[config.mk]
export PLATFORM = sky130hd
export DESIGN_NAME = one_wire_bus_master
export DESIGN_NICKNAME = d
export VERILOG_FILES = /design/src/rtl/owm_pkg.sv /design/src/rtl/owm_seq.sv /design/src/rtl/one_wire_bus_master.sv
export SDC_FILE = /design/constraint.sdc
export NUM_CORES = 1
export LEC_CHECK = 0
export BUFFER_PORTS_ARGS = -buffer_cell sky130_fd_sc_hd__buf_4
export CORE_MARGIN = 1
export CORE_UTILIZATION = 50
export CTS_CLUSTER_SIZE = 40
export DETAILED_ROUTE_END_ITERATION = 7
export PLACE_DENSITY = 0.69
export SYNTH_ARGS = -nofsm -noshare
export SYNTH_HDL_FRONTEND = slang
export SYNTH_SLANG_ARGS = --single-unit
export TNS_END_PERCENT = 30
[constraint.sdc]
create_clock -name clk -period 3.9 [get_ports clk]
set_input_delay 0.39 -clock clk [delete_from_list [all_inputs] [get_ports clk]]
set_output_delay 0.39 -clock clk [all_outputs]
set_load 0.02 [all_outputs]
[src/rtl/owm_pkg.sv]
// Shared types, codes and constants for the one-wire bus master.
// Used by the sequencer and the top level; depends on nothing else.
`default_nettype none

package owm_pkg;

    // Width of the phase timer; durations above its range saturate.
    localparam int TIMER_WIDTH = 12;
    localparam int CFG_DATA_W  = 12;
    localparam int CFG_INDEX_W = 3;
    localparam int BITS_W      = 4;

    localparam logic [31:0]            TIMER_TOP32 = (32'd1 << TIMER_WIDTH) - 32'd1;
    localparam logic [TIMER_WIDTH-1:0] TIMER_MAX   = TIMER_TOP32[TIMER_WIDTH-1:0];
    localparam logic [TIMER_WIDTH-1:0] TIMER_ONE   = TIMER_WIDTH'(1);

    localparam logic [BITS_W-1:0] BITS_PER_BYTE = BITS_W'(8);
    localparam logic [BITS_W-1:0] BITS_ONE      = BITS_W'(1);

    // Register defaults after reset.
    localparam logic [11:0] RESET_LOW_DEFAULT     = 12'd500;
    localparam logic [9:0]  PRESENCE_WAIT_DEFAULT = 10'd70;
    localparam logic [7:0]  SLOT_LOW_DEFAULT      = 8'd6;
    localparam logic [7:0]  SAMPLE_WAIT_DEFAULT   = 8'd9;
    localparam logic [7:0]  HOLD_DEFAULT          = 8'd45;
    localparam logic [7:0]  RECOVERY_DEFAULT      = 8'd10;

    // Configuration register indexes.
    localparam logic [CFG_INDEX_W-1:0] REG_RESET_LOW     = 3'd0;
    localparam logic [CFG_INDEX_W-1:0] REG_PRESENCE_WAIT = 3'd1;
    localparam logic [CFG_INDEX_W-1:0] REG_SLOT_LOW      = 3'd2;
    localparam logic [CFG_INDEX_W-1:0] REG_SAMPLE_WAIT   = 3'd3;
    localparam logic [CFG_INDEX_W-1:0] REG_HOLD          = 3'd4;
    localparam logic [CFG_INDEX_W-1:0] REG_RECOVERY      = 3'd5;

    // Reset status codes.
    localparam logic [1:0] ST_PRESENT   = 2'd0;
    localparam logic [1:0] ST_NO_DEVICE = 2'd1;
    localparam logic [1:0] ST_SHORTED   = 2'd2;

    typedef enum logic [2:0] {
        CMD_NONE   = 3'd0,
        CMD_RESET  = 3'd1,
        CMD_BYTE   = 3'd2,
        CMD_BIT    = 3'd3,
        CMD_PU_ON  = 3'd4,
        CMD_PU_OFF = 3'd5
    } cmd_t;

    typedef enum logic [2:0] {
        PH_IDLE,
        PH_RST_LOW,
        PH_RST_PRES,
        PH_RST_SHORT,
        PH_SLOT_LOW,
        PH_SLOT_SAMPLE,
        PH_SLOT_HOLD,
        PH_SLOT_RECOVER
    } phase_t;

    typedef struct packed {
        logic [11:0] reset_low;
        logic [9:0]  presence_wait;
        logic [7:0]  slot_low;
        logic [7:0]  sample_wait;
        logic [7:0]  hold;
        logic [7:0]  recovery;
    } owm_cfg_t;

    typedef struct packed {
        logic       drive_low;
        logic       strong_pullup;
        logic       busy;
        logic       done;
        logic [7:0] rx_data;
        logic [1:0] status;
    } owm_res_t;

    // Phase duration: zero counts as one tick, large values saturate.
    function automatic logic [TIMER_WIDTH-1:0] timer_load(input logic [CFG_DATA_W-1:0] v);
        logic [31:0] wide;
        wide = 32'(v);
        if (v == '0)
            return TIMER_ONE;
        else if (wide > TIMER_TOP32)
            return TIMER_MAX;
        else
            return wide[TIMER_WIDTH-1:0];
    endfunction

endpackage

`default_nettype wire

[src/rtl/owm_seq.sv]
// Tick sequencer for the one-wire bus master: phase, timer and shift state.
// Depends on owm_pkg; advances one tick on each step and gives that tick's result.
`default_nettype none

module owm_seq
    import owm_pkg::*;
(
    input  wire logic       clk,
    input  wire logic       rst_n,
    input  wire logic       step,
    input  wire logic [2:0] cmd,
    input  wire logic [7:0] tx_data,
    input  wire logic       bus_level,
    input  wire owm_cfg_t   cfg,
    output owm_res_t        res
);

    phase_t                  phase_reg, phase_next, phase_a;
    logic [TIMER_WIDTH-1:0]  timer_reg, timer_next, timer_a, timer_dec;
    logic [7:0]              shift_reg, shift_next, shift_a;
    logic [BITS_W-1:0]       bits_reg, bits_next, bits_a, bits_dec;
    logic                    mode_reg, mode_next, mode_a;
    logic                    sampled_reg, sampled_next;
    logic [1:0]              status_reg, status_next;
    logic                    pullup_reg, pullup_next;
    logic                    drive, busy, done, done_a, tx_bit;

    // Command decode on an idle tick; a started sequence runs its first phase
    // in the same tick.
    always_comb
    begin
        phase_a     = phase_reg;
        timer_a     = timer_reg;
        shift_a     = shift_reg;
        bits_a      = bits_reg;
        mode_a      = mode_reg;
        pullup_next = pullup_reg;
        done_a      = 1'b0;
        if (phase_reg == PH_IDLE)
        begin
            case (cmd)
                CMD_RESET:
                begin
                    pullup_next = 1'b0;
                    phase_a     = PH_RST_LOW;
                    timer_a     = timer_load(cfg.reset_low);
                end
                CMD_BYTE:
                begin
                    pullup_next = 1'b0;
                    mode_a      = 1'b1;
                    shift_a     = tx_data;
                    bits_a      = BITS_PER_BYTE;
                    phase_a     = PH_SLOT_LOW;
                    timer_a     = timer_load(CFG_DATA_W'(cfg.slot_low));
                end
                CMD_BIT:
                begin
                    pullup_next = 1'b0;
                    mode_a      = 1'b0;
                    shift_a     = {7'd0, tx_data[0]};
                    bits_a      = BITS_ONE;
                    phase_a     = PH_SLOT_LOW;
                    timer_a     = timer_load(CFG_DATA_W'(cfg.slot_low));
                end
                CMD_PU_ON:
                begin
                    pullup_next = 1'b1;
                    done_a      = 1'b1;
                end
                CMD_PU_OFF:
                begin
                    pullup_next = 1'b0;
                    done_a      = 1'b1;
                end
                default:
                begin
                    pullup_next = pullup_reg;
                end
            endcase
        end
    end

    // Phase timing: count down, and move on when the count runs out.
    always_comb
    begin
        phase_next   = phase_a;
        timer_next   = timer_a;
        shift_next   = shift_a;
        bits_next    = bits_a;
        mode_next    = mode_a;
        sampled_next = sampled_reg;
        status_next  = status_reg;
        done         = done_a;
        busy         = 1'b0;
        drive        = 1'b0;
        tx_bit       = shift_a[0];
        timer_dec    = timer_a - TIMER_ONE;
        bits_dec     = bits_a - BITS_ONE;
        if (phase_a != PH_IDLE)
        begin
            busy       = 1'b1;
            timer_next = timer_dec;
            case (phase_a)
                PH_RST_LOW, PH_SLOT_LOW:       drive = 1'b1;
                PH_SLOT_SAMPLE, PH_SLOT_HOLD:  drive = ~tx_bit;
                default:                       drive = 1'b0;
            endcase
            if (timer_dec == '0)
            begin
                case (phase_a)
                    PH_RST_LOW:
                    begin
                        phase_next = PH_RST_PRES;
                        timer_next = timer_load(CFG_DATA_W'(cfg.presence_wait));
                    end
                    PH_RST_PRES:
                    begin
                        status_next = bus_level ? ST_NO_DEVICE : ST_PRESENT;
                        phase_next  = PH_RST_SHORT;
                        timer_next  = timer_load(CFG_DATA_W'(cfg.presence_wait));
                    end
                    PH_RST_SHORT:
                    begin
                        if (!bus_level)
                            status_next = ST_SHORTED;
                        phase_next = PH_IDLE;
                        done       = 1'b1;
                    end
                    PH_SLOT_LOW:
                    begin
                        phase_next = PH_SLOT_SAMPLE;
                        timer_next = timer_load(CFG_DATA_W'(cfg.sample_wait));
                    end
                    PH_SLOT_SAMPLE:
                    begin
                        sampled_next = tx_bit & bus_level;
                        phase_next   = PH_SLOT_HOLD;
                        timer_next   = timer_load(CFG_DATA_W'(cfg.hold));
                    end
                    PH_SLOT_HOLD:
                    begin
                        phase_next = PH_SLOT_RECOVER;
                        timer_next = timer_load(CFG_DATA_W'(cfg.recovery));
                    end
                    PH_SLOT_RECOVER:
                    begin
                        // Shift the sampled bit in at the top, LSB first.
                        shift_next = {sampled_reg, shift_a[7:1]};
                        bits_next  = bits_dec;
                        if (bits_dec == '0)
                        begin
                            if (!mode_a)
                                shift_next = {7'd0, sampled_reg};
                            phase_next = PH_IDLE;
                            done       = 1'b1;
                        end
                        else
                        begin
                            phase_next = PH_SLOT_LOW;
                            timer_next = timer_load(CFG_DATA_W'(cfg.slot_low));
                        end
                    end
                    default:
                    begin
                        phase_next = PH_IDLE;
                    end
                endcase
            end
        end
    end

    // Result of this tick.
    always_comb
    begin
        res.drive_low     = drive;
        res.strong_pullup = drive ? 1'b0 : pullup_next;
        res.busy          = busy;
        res.done          = done;
        res.rx_data       = shift_next;
        res.status        = status_next;
    end

    // Sequencer state, advanced once per transfer.
    always_ff @(posedge clk or negedge rst_n)
    begin
        if (!rst_n)
        begin
            phase_reg   <= PH_IDLE;
            timer_reg   <= '0;
            shift_reg   <= '0;
            bits_reg    <= '0;
            mode_reg    <= 1'b0;
            sampled_reg <= 1'b0;
            status_reg  <= ST_PRESENT;
            pullup_reg  <= 1'b0;
        end
        else if (step)
        begin
            phase_reg   <= phase_next;
            timer_reg   <= timer_next;
            shift_reg   <= shift_next;
            bits_reg    <= bits_next;
            mode_reg    <= mode_next;
            sampled_reg <= sampled_next;
            status_reg  <= status_next;
            pullup_reg  <= pullup_next;
        end
    end

endmodule

`default_nettype wire

[src/rtl/one_wire_bus_master.sv]
// One-wire bus master: one input item per bus tick, one result per item.
// Latency: the result of an item is presented in the cycle after its transfer.
// Throughput: one item per cycle, out_ready permitting; output refills while read.
// Reset: asynchronous, active low; idle phase, pull-up off, registers at defaults.
// Depends on owm_pkg and owm_seq.
`default_nettype none

module one_wire_bus_master
    import owm_pkg::*;
(
    input  wire logic                   clk,
    input  wire logic                   rst_n,
    input  wire logic                   in_valid,
    output logic                        in_ready,
    input  wire logic [2:0]             cmd,
    input  wire logic [7:0]             tx_data,
    input  wire logic                   bus_level,
    output logic                        out_valid,
    input  wire logic                   out_ready,
    output logic                        drive_low,
    output logic                        strong_pullup,
    output logic                        busy_res,
    output logic                        done_res,
    output logic [7:0]                  rx_data,
    output logic [1:0]                  reset_status,
    input  wire logic                   cfg_valid,
    output logic                        cfg_ready,
    input  wire logic [CFG_INDEX_W-1:0] cfg_index,
    input  wire logic [CFG_DATA_W-1:0]  cfg_data
);

    owm_cfg_t cfg_reg;
    owm_res_t res, res_reg;
    logic     out_valid_reg;
    logic     in_xfer;

    assign cfg_ready = 1'b1;
    assign in_ready  = ~out_valid_reg | out_ready;
    assign in_xfer   = in_valid & in_ready;

    // Configuration registers.
    always_ff @(posedge clk or negedge rst_n)
    begin
        if (!rst_n)
        begin
            cfg_reg.reset_low     <= RESET_LOW_DEFAULT;
            cfg_reg.presence_wait <= PRESENCE_WAIT_DEFAULT;
            cfg_reg.slot_low      <= SLOT_LOW_DEFAULT;
            cfg_reg.sample_wait   <= SAMPLE_WAIT_DEFAULT;
            cfg_reg.hold          <= HOLD_DEFAULT;
            cfg_reg.recovery      <= RECOVERY_DEFAULT;
        end
        else if (cfg_valid && cfg_ready)
        begin
            case (cfg_index)
                REG_RESET_LOW:     cfg_reg.reset_low     <= cfg_data;
                REG_PRESENCE_WAIT: cfg_reg.presence_wait <= cfg_data[9:0];
                REG_SLOT_LOW:      cfg_reg.slot_low      <= cfg_data[7:0];
                REG_SAMPLE_WAIT:   cfg_reg.sample_wait   <= cfg_data[7:0];
                REG_HOLD:          cfg_reg.hold          <= cfg_data[7:0];
                REG_RECOVERY:      cfg_reg.recovery      <= cfg_data[7:0];
                default:           cfg_reg.reset_low     <= cfg_reg.reset_low;
            endcase
        end
    end

    owm_seq u_seq (
        .clk       (clk),
        .rst_n     (rst_n),
        .step      (in_xfer),
        .cmd       (cmd),
        .tx_data   (tx_data),
        .bus_level (bus_level),
        .cfg       (cfg_reg),
        .res       (res)
    );

    // Output register: loads on every input transfer, empties when taken.
    always_ff @(posedge clk or negedge rst_n)
    begin
        if (!rst_n)
            out_valid_reg <= 1'b0;
        else if (in_xfer)
            out_valid_reg <= 1'b1;
        else if (out_ready)
            out_valid_reg <= 1'b0;
    end

    always_ff @(posedge clk)
    begin
        if (in_xfer)
            res_reg <= res;
    end

    assign out_valid     = out_valid_reg;
    assign drive_low     = res_reg.drive_low;
    assign strong_pullup = res_reg.strong_pullup;
    assign busy_res      = res_reg.busy;
    assign done_res      = res_reg.done;
    assign rx_data       = res_reg.rx_data;
    assign reset_status  = res_reg.status;

endmodule

`default_nettype wire

## After elaboration in Yosys (flattened, before gate mapping)

Index checks and enable logic that the tools add are counted.

- Flip-flop bits (word level): 101
- Latch bits: 0
- Bits in writable memories: 0
- Bits in read-only memories: 0
- Bits of input ports: 32
- Output and inout port bits: 17
- Word-level logic and storage cells: 120
- Memories: 0

- Add/subtract/negate cells: 2
- Multipliers: 0
- Div/mod/pow operators: 0
- Order comparisons: 0
- Eq/ne operators: 17
- Shift operators: 0
- Multiplexer cells: 50
- Bitwise logic cells: 5
- Reduce and logical (&&, ||, !) cells: 25

Operator list:

| kind | count |
|---|---|
| 8-bit 2-to-1 mux | 10 |
| 12-bit 2-to-1 mux | 5 |
| 12-bit case mux with 5 select lines | 1 |
| 8-bit zero test | 4 |
| 3-bit == test, second input constant | 8 |
| 12-bit zero test | 2 |
| 12-bit case mux with 2 select lines | 1 |
| 3-bit by 2-bit == test with 1-bit output, second input constant | 6 |
| 3-bit case mux with 6 select lines | 1 |
| 4-bit 2-to-1 mux | 4 |
| 8-bit case mux with 2 select lines | 1 |
| 1-bit 2-to-1 mux | 12 |
| 3-bit 2-to-1 mux | 4 |
| 2-bit AND reduction | 6 |
| 12-bit by 1-bit subtractor with 12-bit output, second input constant | 1 |
| 10-bit zero test | 1 |
| 10-bit 2-to-1 mux | 1 |
| 2-bit OR reduction | 5 |
| 3-bit by 1-bit == test with 1-bit output, second input constant | 3 |
| 1-bit case mux with 2 select lines | 4 |
| 4-bit case mux with 2 select lines | 1 |
| 3-bit zero test | 2 |
| 2-bit 2-to-1 mux | 3 |
| 3-bit case mux with 2 select lines | 1 |
| 10 further kinds | 12 |

## Longest topological paths before layout

Gate-level depths: netlist of the first run.

- Depth after elaboration: 9
- Depth in mapped cells: 14
- Mapped depth without buffers: 11

## Modules after synthesis

A second synthesis of the first run with hierarchy kept.

- Cell total of the unflattened synthesis: 570
- Area total of the unflattened synthesis: 5,869.4 µm²

Modules (own cells, without submodules):

| module | instances | cells each | area an instance (µm²) | sequential area each (µm²) |
|---|---|---|---|---|
| owm_seq | 1 | 432 | 3,274.4 | 800.8 |
| one_wire_bus_master | 1 | 138 | 2,595.0 | 1,820.5 |

## Worst setup path after synthesis of the first run

Ideal clock, no wire load.

- Path type: reg-to-reg
- Start: register u_seq.phase_reg[0]
- End: register u_seq.timer_reg[10]
- Library setup time: 0.168 ns
- Arrival: 3.173 ns
- Path slack: 0.559 ns
- Stages on the path, launching flop included: 13
- Path buffers: 1
- Cell sequence: dfrtp_1 or4_1 buf_2 nor2_1 nor2_1 ha_1 inv_1 nor3_1 a31oi_1 or4b_2 or3_1 nand3_1 a31oi_1

- Longest elaborated chain between the ends: 8
- Elaborated cells between the ends (all ways): 21
- Classes of those cells: add/sub (2); eq/ne (6); mux (8); reduce/logical (5)

RTL lines:

| element | line | RTL |
|---|---|---|
| from (decl) | owm_seq.sv:18 | `phase_t phase_reg, phase_next, phase_a;` |
| from (signal assigned) | owm_seq.sv:200 | `phase_reg <= phase_next;` |
| branches (longest 7 deep; another with 12-bit by 1-bit subtractor with 12-bit output) | - |  |
| 12-bit 2-to-1 mux * | owm_seq.sv:100 | `if (phase_a != PH_IDLE)` |
| to (signal assigned) | owm_seq.sv:201 | `timer_reg <= timer_next;` |
| to (decl) | owm_seq.sv:19 | `logic [TIMER_WIDTH-1:0] timer_reg, timer_next, timer_a, timer_dec;` |

Every way passes the cells marked *.
A chain may end at the register's enable or synchronous reset.

## Worst setup path after layout of the first run

Same ends and word-level chain as after synthesis.

==> results.json, run 1 <==
{
  "cts_made_buffers": 9,
  "ir_worst_vdd_mv": 0.437,
  "critical_path.max_fanout": 13,
  "path_cells": "or4_1, nor2_1, nor2_1, ha_1, inv_1, nor3_1, a31oi_1, or4b_2, or3_1, nand3_1, a31oi_1",
  "syn_avg_cell_area_sq_um": 9.92,
  "whs_ns": 0.0943,
  "antenna_found_initial": 0,
  "clock_latency_ns": 0.36,
  "fin_cells": 782,
  "grtUsageMet1_pct": 37.4,
  "die_area_sq_mm": 0.0122,
  "postCtsSetupBuffers": 0,
  "slew_viol_final": 0,
  "syn_nets": 630,
  "max_freq_mhz": 273,
  "r2r_slack_ns": 0.24,
  "fin_setup_tns_ns": 0,
  "track_usage_pct": 28.5,
  "start_util_pct": 51.4,
  "slowest_stage": "or4_1",
  "pwr-share-seq_pct": 42.7,
  "synth_seq_cells": 101,
  "critPathArrivalTime_ns": 3.89,
  "via_count": 5137,
  "status": "complete, no violations",
  "skew_ns": 0.0105,
  "area_growth_pct": 14.1,
  "numPortBuffers": 47,
  "clkPwrFrac_pct": 23.3,
  "min_period_ns": 3.66,
  "rows": 39,
  "hold_violations": 0,
  "gp_congestion": 0.995,
  "cp-end-kind": "flip-flop",
  "netlist_area_sq_mm": 0.00587,
  "postCtsResizedCells": 0,
  "ios": 49,
  "top_usage_layer": "met2",
  "clock_sinks": 101,
  "wl_per_cell_um": 20.8,
  "power.switching_uw": 1350,
  "grt_pass1_wl_um": 25700,
  "core_sq_mm": 0.0114,
  "dp_cells": 766,
  "drt_iter0_markers": 512,
  "die_h_um": 110,
  "cap_violations": 0,
  "use_met3_pct": 5.47,
  "first_pass_iters": 5,
  "cpPeakStageDelay_ns": 0.79,
  "cp-start-kind": "flip-flop",
  "hold_class": "in -> async",
  "p_per_area_mw_per_mm2": 543,
  "use_met2_pct": 45.5,
  "grt_pass1_vias": 4845,
  "ys.flop_type": "dfrtp_1",
  "final_util_pct": 58.7,
  "async_flop_share_pct": 86.1,
  "power_leakage_uw": 0.00270,
  "synth-edff-count": 14,
  "ys.warnings.count": 0,
  "h-tree-depth": 3,
  "slew-limit-headroom_pct": 20.8,
  "grt_max_degree": 58,
  "drive_gt1_share_pct": 26.8,
  "crit_required_ns": 4.13,
  "clock_path_buffers": 2,
  "cts_hold_buf": 0,
  "swShare_pct": 37.1,
  "cts_tree": "yes",
  "grt-ovfl-total": 0,
  "clk_pin_slew_worst_paths_ns": 0.07,
  "clockRootBuffer": "clkbuf_16",
  "die-width_um": 110,
  "largest_register_ffs": 54,
  "place_area_sq_mm": 0.00643,
  "p_comb_share_pct": 34.0,
  "postRouteAntennaNets": 0,
  "critPathKind": "reg -> reg",
  "drc": 0,
  "fin_area_sq_mm": 0.00670,
  "rsz0062_at_grt": "false",
  "fin_crit_sh_pct": 93.9,
  "setup_viol_count_final": 0,
  "diodes": 0,
  "routed_wl_um": 16300,
  "vias_per_cell": 6.57,
  "fin_nets": 672,
  "worst_pin_slew_ns": 1.18,
  "ys_seq_area_share_pct": 44.6,
  "dp_hpwl_um": 11800,
  "p_int_uw": 2290,
  "ys_types": 77,
  "netlist_instances": 592
}
[final timing paths]
check	endpoint	from	depth (start not counted)
setup / recovery	u_seq.timer_reg[10]$_DFFE_PN0P_	u_seq.phase_reg[0]$_DFFE_PN0P_	11
hold / removal	u_seq.shift_reg[5]$_DFFE_PN0P_	rst_n	1
min in group clk	out_valid$_DFFE_PN0P_	in_valid	2
max in group asynchronous	cfg_reg[48]$_DFFE_PN1P_	rst_n	2
hold reg to reg	u_seq.mode_reg$_DFFE_PN0P_	u_seq.mode_reg$_DFFE_PN0P_	2
setup reg to reg	u_seq.timer_reg[10]$_DFFE_PN0P_	u_seq.phase_reg[0]$_DFFE_PN0P_	11
[power groups by stage]
stage | combinational [uW] | clock, uW | sequential, uW
6_report | 1240 | 847 | 1550
2_1_floorplan | 839 | 0 | 1500
4_1_cts | 1220 | 863 | 1540
3_5_place_dp | 1220 | 0 | 1560
3_3_place_gp | 1180 | 0 | 1550
5_1_grt | 1350 | 891 | 1580
[per-layer routing]
layer	part of all wire (%)	routed length (um)
met1	43	6950
met3	6.2	1000
met4	2.9	478
met2	48	7850
met5	0	0
[cell type report]
cell class	count	area, sq um
Fill cell	998	4720
Multi-Input combinational cell	439	3070
Sequential cell	101	2620
Timing Repair Buffer	67	503
Clock buffer	11	233
Tap cell	143	179
Inverter	16	60.1
Clock inverter	5	35.0
[per-stage QoR]
step / worst slack [ns] / total power, uW
2_1_floorplan: 0.559 / 2340
3_3_place_gp: 0.411 / 2730
3_5_place_dp: 0.322 / 2770
4_1_cts: 0.283 / 3620
5_1_grt: 0.0561 / 3820
6_report: 0.238 / 3640
[Yosys cell counts (7+ instances only)]
| master | instances | area [sq um] |
|---|---|---|
| nand3_1 | 15 | 75.1 |
| a21oi_1 | 23 | 115 |
| and3_1 | 7 | 43.8 |
| o21ai_0 | 25 | 125 |
| or4_1 | 7 | 52.6 |
| nor2_1 | 39 | 146 |
| mux2_2 | 56 | 631 |
| edfxtp_1 | 14 | 420 |
| inv_1 | 15 | 56.3 |
| clkbuf_1 | 28 | 105 |
| nand4_1 | 19 | 119 |
| nand2b_1 | 11 | 68.8 |
| dfstp_2 | 19 | 499 |
| a221o_1 | 8 | 80.1 |
| nand2_1 | 53 | 199 |
| dfrtp_1 | 68 | 1700 |
| nor3b_1 | 7 | 52.6 |
| nor4_1 | 9 | 56.3 |
| or3_1 | 7 | 43.8 |
| nor3_1 | 15 | 75.1 |
| a31oi_1 | 20 | 125 |
[cell usage in the layout, fill, tap and decap left out, types with 7 or more instances in the layout]
master	count
nand2_1	53
nand2b_1	11
clkbuf_16	9
or4_1	7
a21oi_1	23
nand3_1	15
nor4_1	9
or3_1	7
buf_4	67
mux2_2	56
and3_1	7
inv_1	15
edfxtp_1	14
o21ai_0	25
a31oi_1	20
nand4_1	19
a221o_1	8
dfstp_2	19
nor3_1	14
nor2_1	39
dfrtp_1	68
[critical path: cells and delay by family, from the launching register on]
family          cells  cell delay, ns
buf+inv             1            0.13
fa+ha+maj           1            0.23
simple gates        7            2.31
compound gates      2            0.34
flops               1            0.52
[cells by family (layout without fill, tap and decap cells)]
group / Yosys count / after routing / synth area share [%]
other cells: 1 / 1 / 0.0639
simple gates: 211 / 211 / 18.9
buf+inv: 52 / 99 / 3.51
compound gates: 152 / 152 / 18.8
xor+xnor: 7 / 7 / 1.04
flops: 101 / 101 / 44.6
fa+ha+maj: 6 / 6 / 1.28
mux: 62 / 62 / 11.8
(Power assumes the default switching activity.)
==> inputs of run 2 (changes only) <==
Settings changed: ABC_AREA set to 1, PLACE_DENSITY 0.69 to 0.68, TNS_END_PERCENT 30 to unset.
==> results.json, run 2 <==
{
  "hold_class": "in -> async",
  "critical_path.max_fanout": 11,
  "fin_nets": 886,
  "rows": 39,
  "skew_ns": 0.00808,
  "cts_tree": "yes",
  "ys.warnings.count": 0,
  "rsz0062_at_grt": "false",
  "synth_seq_cells": 101,
  "fill_cells": 1060,
  "h-tree-depth": 3,
  "crit_path_start": "u_seq.phase_reg[1]$_DFFE_PN0P_",
  "fin_crit_sh_pct": 87.8,
  "p_per_area_mw_per_mm2": 658,
  "synthTopCellsByArea": "dfrtp_1 (28%), nand2_1 (16%), dfstp_2 (8.3%)",
  "wl_per_cell_um": 16.4,
  "setup_viol_count_final": 0,
  "yosysTopAreaCellShare_pct": 28.3,
  "routed_wl_um": 16400,
  "final_util_pct": 58.6,
  "dp_hpwl_um": 12100,
  "first_pass_iters": 7,
  "netlist_area_sq_mm": 0.00602,
  "critPathKind": "reg -> reg",
  "fin_area_sq_mm": 0.00678,
  "antenna_found_initial": 0,
  "slew_viol_final": 0,
  "cp-start-kind": "flip-flop",
  "reg2reg_depth": 20,
  "min_period_ns": 3.42,
  "cap_violations": 0,
  "syn_avg_cell_area_sq_um": 7.49,
  "clock_latency_ns": 0.36,
  "synth-edff-count": 14,
  "largest_register_ffs": 54,
  "power_leakage_uw": 0.00335,
  "drc": 7,
  "drt_iter0_markers": 495,
  "grt-ovfl-total": 0,
  "crit_required_ns": 4.20,
  "grt_pass1_wl_um": 26900,
  "critPathArrivalTime_ns": 3.72,
  "ys_types": 48,
  "die_area_sq_mm": 0.0125,
  "cts_made_buffers": 9,
  "worst_pin_slew_ns": 0.992,
  "netlist_instances": 804,
  "vias_per_cell": 5.46,
  "synthTopCellsByCount": "nand2_1 (261), o21ai_0 (82), nand3_1 (71), inv_1 (69), dfrtp_1 (68)",
  "ys.flop_type": "dfrtp_1",
  "drive_gt1_share_pct": 18.9,
  "die_h_um": 112,
  "clock_path_buffers": 2,
  "ys_seq_area_share_pct": 43.5,
  "area_growth_pct": 12.6,
  "final_common_cell": "nand2_1",
  "async_flop_share_pct": 86.1,
  "syn_nets": 842,
  "grt_max_degree": 76,
  "core_sq_mm": 0.0116,
  "clk_pin_slew_worst_paths_ns": 0.07,
  "postCtsSetupBuffers": 0,
  "postCtsResizedCells": 0,
  "clockRootBuffer": "clkbuf_16",
  "slew-limit-headroom_pct": 33.9,
  "gp_congestion": 0.926,
  "via_count": 5438,
  "grt_pass1_vias": 5284,
  "clock_sinks": 101,
  "max_freq_mhz": 292,
  "hold_violations": 0,
  "start_util_pct": 52.1,
  "layout_common_cells": "nand2_1 (261), o21ai_0 (82), nand3_1 (71)",
  "postRouteAntennaNets": 0,
  "numPortBuffers": 47,
  "track_usage_pct": 27.8,
  "r2r-start": "u_seq.phase_reg[1]$_DFFE_PN0P_",
  "yosysTopAreaCell": "dfrtp_1",
  "cts_hold_buf": 0,
  "die-width_um": 112,
  "diodes": 0,
  "fin_setup_tns_ns": 0,
  "ir_worst_vdd_mv": 0.342,
  "synth_most_common_cell": "nand2_1",
  "place_area_sq_mm": 0.00650,
  "ios": 49,
  "cp-end-kind": "flip-flop",
  "violations": "DRC",
  "status": "finished with violations"
}
==> run 2: path summary, 6_finish.rpt <==
kind,endpoint,slack (ns)
setup reg to reg,u_seq.timer_reg[8]$_DFFE_PN0P_,0.48
min in group clk,cfg_reg[52]$_DFFE_PN0P_,0.26
hold reg to reg,u_seq.bits_reg[0]$_DFFE_PN0P_,0.48
setup / recovery,u_seq.timer_reg[8]$_DFFE_PN0P_,0.48
max in group asynchronous,cfg_reg[47]$_DFFE_PN1P_,2.85
hold / removal,u_seq.shift_reg[5]$_DFFE_PN0P_,0.16
==> run 2: area by class of cell <==
class                   count  area (sq um)  share of cell area (%)
multi-input cells         599          2970                    43.8
flip-flops and latches    101          2620                    38.7
repair buffers             58           435                    6.42
well taps                 143           179                    2.64
clock inverters             4          31.3                   0.461
inverters                  79           297                    4.37
clock buffers              12           246                    3.63
==> run 2: layer usage <==
layer	global-route usage [%]	vias to the layer above	share of wire, %
met4	13.3	0	3.0
met1	35.7	2491	44
met3	6.10	37	5.7
met5	0	-	0
li1	-	2724	-
met2	44.5	186	47
==> run 2: report_power, final <==
group | leakage (uW) | total (uW) | internal [uW] | switching (uW)
sequential | 0.00120 | 1590 | 1370 | 222
clock | 0.000139 | 866 | 457 | 409
combinational | 0.00200 | 2000 | 660 | 1340
total | 0.00335 | 4460 | 2490 | 1970
==> run 2: kinds of logic (layout without fill, tap and decap cells) <==
family	count (synthesis)	in the layout	share of synthesized area, %
other	1	1	0.0623
XOR/XNOR	3	3	0.561
AO/OA/AOI/OAI	131	131	12.5
adder cells (fa/ha/maj)	6	6	1.25
multiplexers	3	3	0.540
buffers and inverters	104	153	7.15
AND/OR/NAND/NOR	455	455	34.4
flip-flops	101	101	43.5
==> run 2: through the flow <==
stage | total power (uW) | setup WS [ns] | hold slack, ns | cells
2_1_floorplan | 3000 | 1.02 | 0.0944 | 804
3_3_place_gp | 3550 | 0.516 | 0.462 | 980
3_5_place_dp | 3580 | 0.444 | 0.465 | 980
4_1_cts | 4450 | 0.503 | 0.224 | 996
5_1_grt | 4780 | 0.137 | 0.263 | 996
6_report | 4460 | 0.476 | 0.163 | 996
==> run 2: critical path: stages, from the launching register on <==
cell and delay (ns):
dfrtp_1 0.42, inv_2 0.12, nand2_2 0.08, nor2_4 0.19, nand2_2 0.23, nand3_1 0.15, nand2_1 0.10, nor2_4 0.19
ha_1 0.25, nand3_1 0.16, nor2_4 0.17, xor2_2 0.20, inv_1 0.09, nor2_1 0.09, nand3_1 0.08, nor2_2 0.28
buf_4 0.20, nand3_1 0.10, nand3_1 0.13, nand2_1 0.06, nand2_1 0.05
==> inputs of run 3 (changes only) <==
Settings changed: CORE_UTILIZATION 50 to 61, PLACE_DENSITY 0.68 to 0.81.
==> results.json, run 3 (synthesis gave the netlist of run 2 again) <==
{
  "via_count": 5690,
  "postRouteAntennaNets": 0,
  "p_comb_share_pct": 47.4,
  "swShare_pct": 46.4,
  "fill_cells": 804,
  "clock_latency_ns": 0.37,
  "dr.max_layer_used": "met4",
  "pwr-share-seq_pct": 37.2,
  "wl_met2_um": 7780,
  "die-width_um": 101,
  "grt_pass1_vias": 5324,
  "first_pass_iters": 5,
  "crit_required_ns": 4.02,
  "clock_path_buffers": 2,
  "postCtsResizedCells": 0,
  "cts_hold_buf": 0,
  "crit_path_start": "u_seq.phase_reg[1]$_DFFE_PN0P_",
  "max_freq_mhz": 286,
  "multi_input_area_sq_mm": 0.00297,
  "diodes": 0,
  "wl_per_cell_um": 16.6,
  "crit_buf_inv": 2,
  "clkPwrFrac_pct": 15.4,
  "cpLargestDelayFamily": "simple AND/OR/NAND/NOR gates",
  "cts_made_buffers": 9,
  "clockRootBuffer": "clkbuf_8",
  "status": "complete, no violations",
  "regArea_sq_mm": 0.00262,
  "drive_gt1_share_pct": 18.7,
  "rows": 35,
  "grt_max_degree": 64,
  "ios": 49,
  "setup_viol_count_final": 0,
  "worst_setup_path_endpoint": "reset_status[0]$_DFFE_PP_",
  "hold_violations": 0,
  "antenna_found_initial": 0,
  "slew_viol_final": 0,
  "min_period_ns": 3.50,
  "fin_cells": 978,
  "grt-ovfl-total": 0,
  "reg2reg_to": "reset_status[0]$_DFFE_PP_",
  "r2r_slack_ns": 0.40,
  "vias_per_cell": 5.82,
  "r2r-start": "u_seq.phase_reg[1]$_DFFE_PN0P_",
  "numPortBuffers": 47,
  "p_per_area_mw_per_mm2": 640,
  "postCtsSetupBuffers": 0,
  "final_common_cell": "nand2_1",
  "start_util_pct": 64.0,
  "ir_worst_vdd_mv": 0.357,
  "cap_violations": 0,
  "critPathMostFrequentCell": "nand3_1",
  "largest_register_ffs": 54,
  "routed_wl_um": 16200,
  "p_int_uw": 2280,
  "critPathKind": "reg -> reg",
  "power_leakage_uw": 0.00329,
  "clk_pin_slew_worst_paths_ns": 0.11,
  "drt_iter0_markers": 504,
  "fin_crit_sh_pct": 89.8,
  "cpPeakStageDelay_ns": 0.43,
  "hold_class": "in -> async",
  "track_usage_pct": 33.7,
  "clock_sinks": 101,
  "die_h_um": 101,
  "wl_met3_um": 1070,
  "final_util_pct": 70.6,
  "rsz0062_at_grt": "false",
  "dp_cells": 962,
  "path_cells": "inv_2, nand2_2, nor2_4, nand2_2, nand3_1, nand2_1, nor2_4, ha_1, nand3_1, nor2_4, xor2_2, inv_1, nor2_1, nand3_1, nor2_2, nand3_1, and2_1",
  "layout_common_cells": "nand2_1 (261), o21ai_0 (82), nand3_1 (71)",
  "cts_tree": "yes",
  "power.switching_uw": 1970,
  "place_area_sq_mm": 0.00646,
  "cp-start-kind": "flip-flop",
  "slew-limit-headroom_pct": 46.6,
  "area_growth_pct": 10.4,
  "skew_ns": 0.0168,
  "reg2reg_depth": 17,
  "worst_pin_slew_ns": 0.798,
  "wl_met1_um": 6870,
  "fin_setup_tns_ns": 0,
  "die_area_sq_mm": 0.0103,
  "dp_hpwl_um": 12100,
  "gp_congestion": 0.989,
  "drc": 0,
  "core_sq_mm": 0.00942,
  "h-tree-depth": 3,
  "critical_path.max_fanout": 13,
  "cp-end-kind": "flip-flop",
  "path_depth": 17,
  "fin_nets": 882,
  "slowest_stage": "dfrtp_1",
  "grt_pass1_wl_um": 26300,
  "fin_area_sq_mm": 0.00665,
  "critPathArrivalTime_ns": 3.63
}
==> run 3: worst reg2reg max path, cell delays in order (launching register included) <==
cell and delay, ns:
dfrtp_1 0.43, inv_2 0.13, nand2_2 0.08, nor2_4 0.19, nand2_2 0.22, nand3_1 0.15, nand2_1 0.10, nor2_4 0.19
ha_1 0.24, nand3_1 0.16, nor2_4 0.17, xor2_2 0.19, inv_1 0.09, nor2_1 0.08, nand3_1 0.08, nor2_2 0.40
nand3_1 0.17, and2_1 0.20
==> run 3: power by group through the flow <==
stage	sequential [uW]	combinational, uW	clock, uW
final	1580	2020	655
after global routing	1610	2250	694
after global placement	1590	1940	0
after floorplan	1560	1440	0
after detailed placement	1590	1970	0
after CTS	1570	1980	663
==> run 3: how the worst min path moves through the flow <==
stage	cells after the start	slack, ns	from	endpoint
floorplan	0	0.09	rst_n	cfg_reg[0]$_DFFE_PN0P_
global placement	2	0.46	u_seq.shift_reg[0]$_DFFE_PN0P_	u_seq.shift_reg[0]$_DFFE_PN0P_
detailed placement	2	0.47	u_seq.status_reg[0]$_DFFE_PN0P_	u_seq.status_reg[0]$_DFFE_PN0P_
CTS	1	0.09	rst_n	u_seq.shift_reg[4]$_DFFE_PN0P_
global route	1	0.13	rst_n	u_seq.shift_reg[5]$_DFFE_PN0P_
finish	1	0.06	rst_n	u_seq.shift_reg[3]$_DFFE_PN0P_
==> run 3: per-layer routing <==
metal / GRT usage, % / vias to the layer above
li1: - / 2716
met1: 45.3 / 2680
met2: 56.0 / 246
met3: 4.55 / 48
met4: 12.3 / 0
met5: 0 / -
==> run 3: cell type report <==
class,instances,area share [%]
multi-input cells,599,44.7
flip-flops and latches,101,39.4
repair buffers,54,6.10
inverters,79,4.46
well taps,129,2.43
clock buffers,10,2.07
clock inverters,6,0.847
==> run 3: metrics by stage <==
step | setup slack [ns] | power, uW | hold slack, ns
6_report | 0.399 | 4260 | 0.0555
4_1_cts | 0.417 | 4220 | 0.0876
3_5_place_dp | 0.338 | 3560 | 0.465
2_1_floorplan | 1.02 | 3000 | 0.0944
5_1_grt | 0.000615 | 4550 | 0.127
3_3_place_gp | 0.469 | 3530 | 0.461
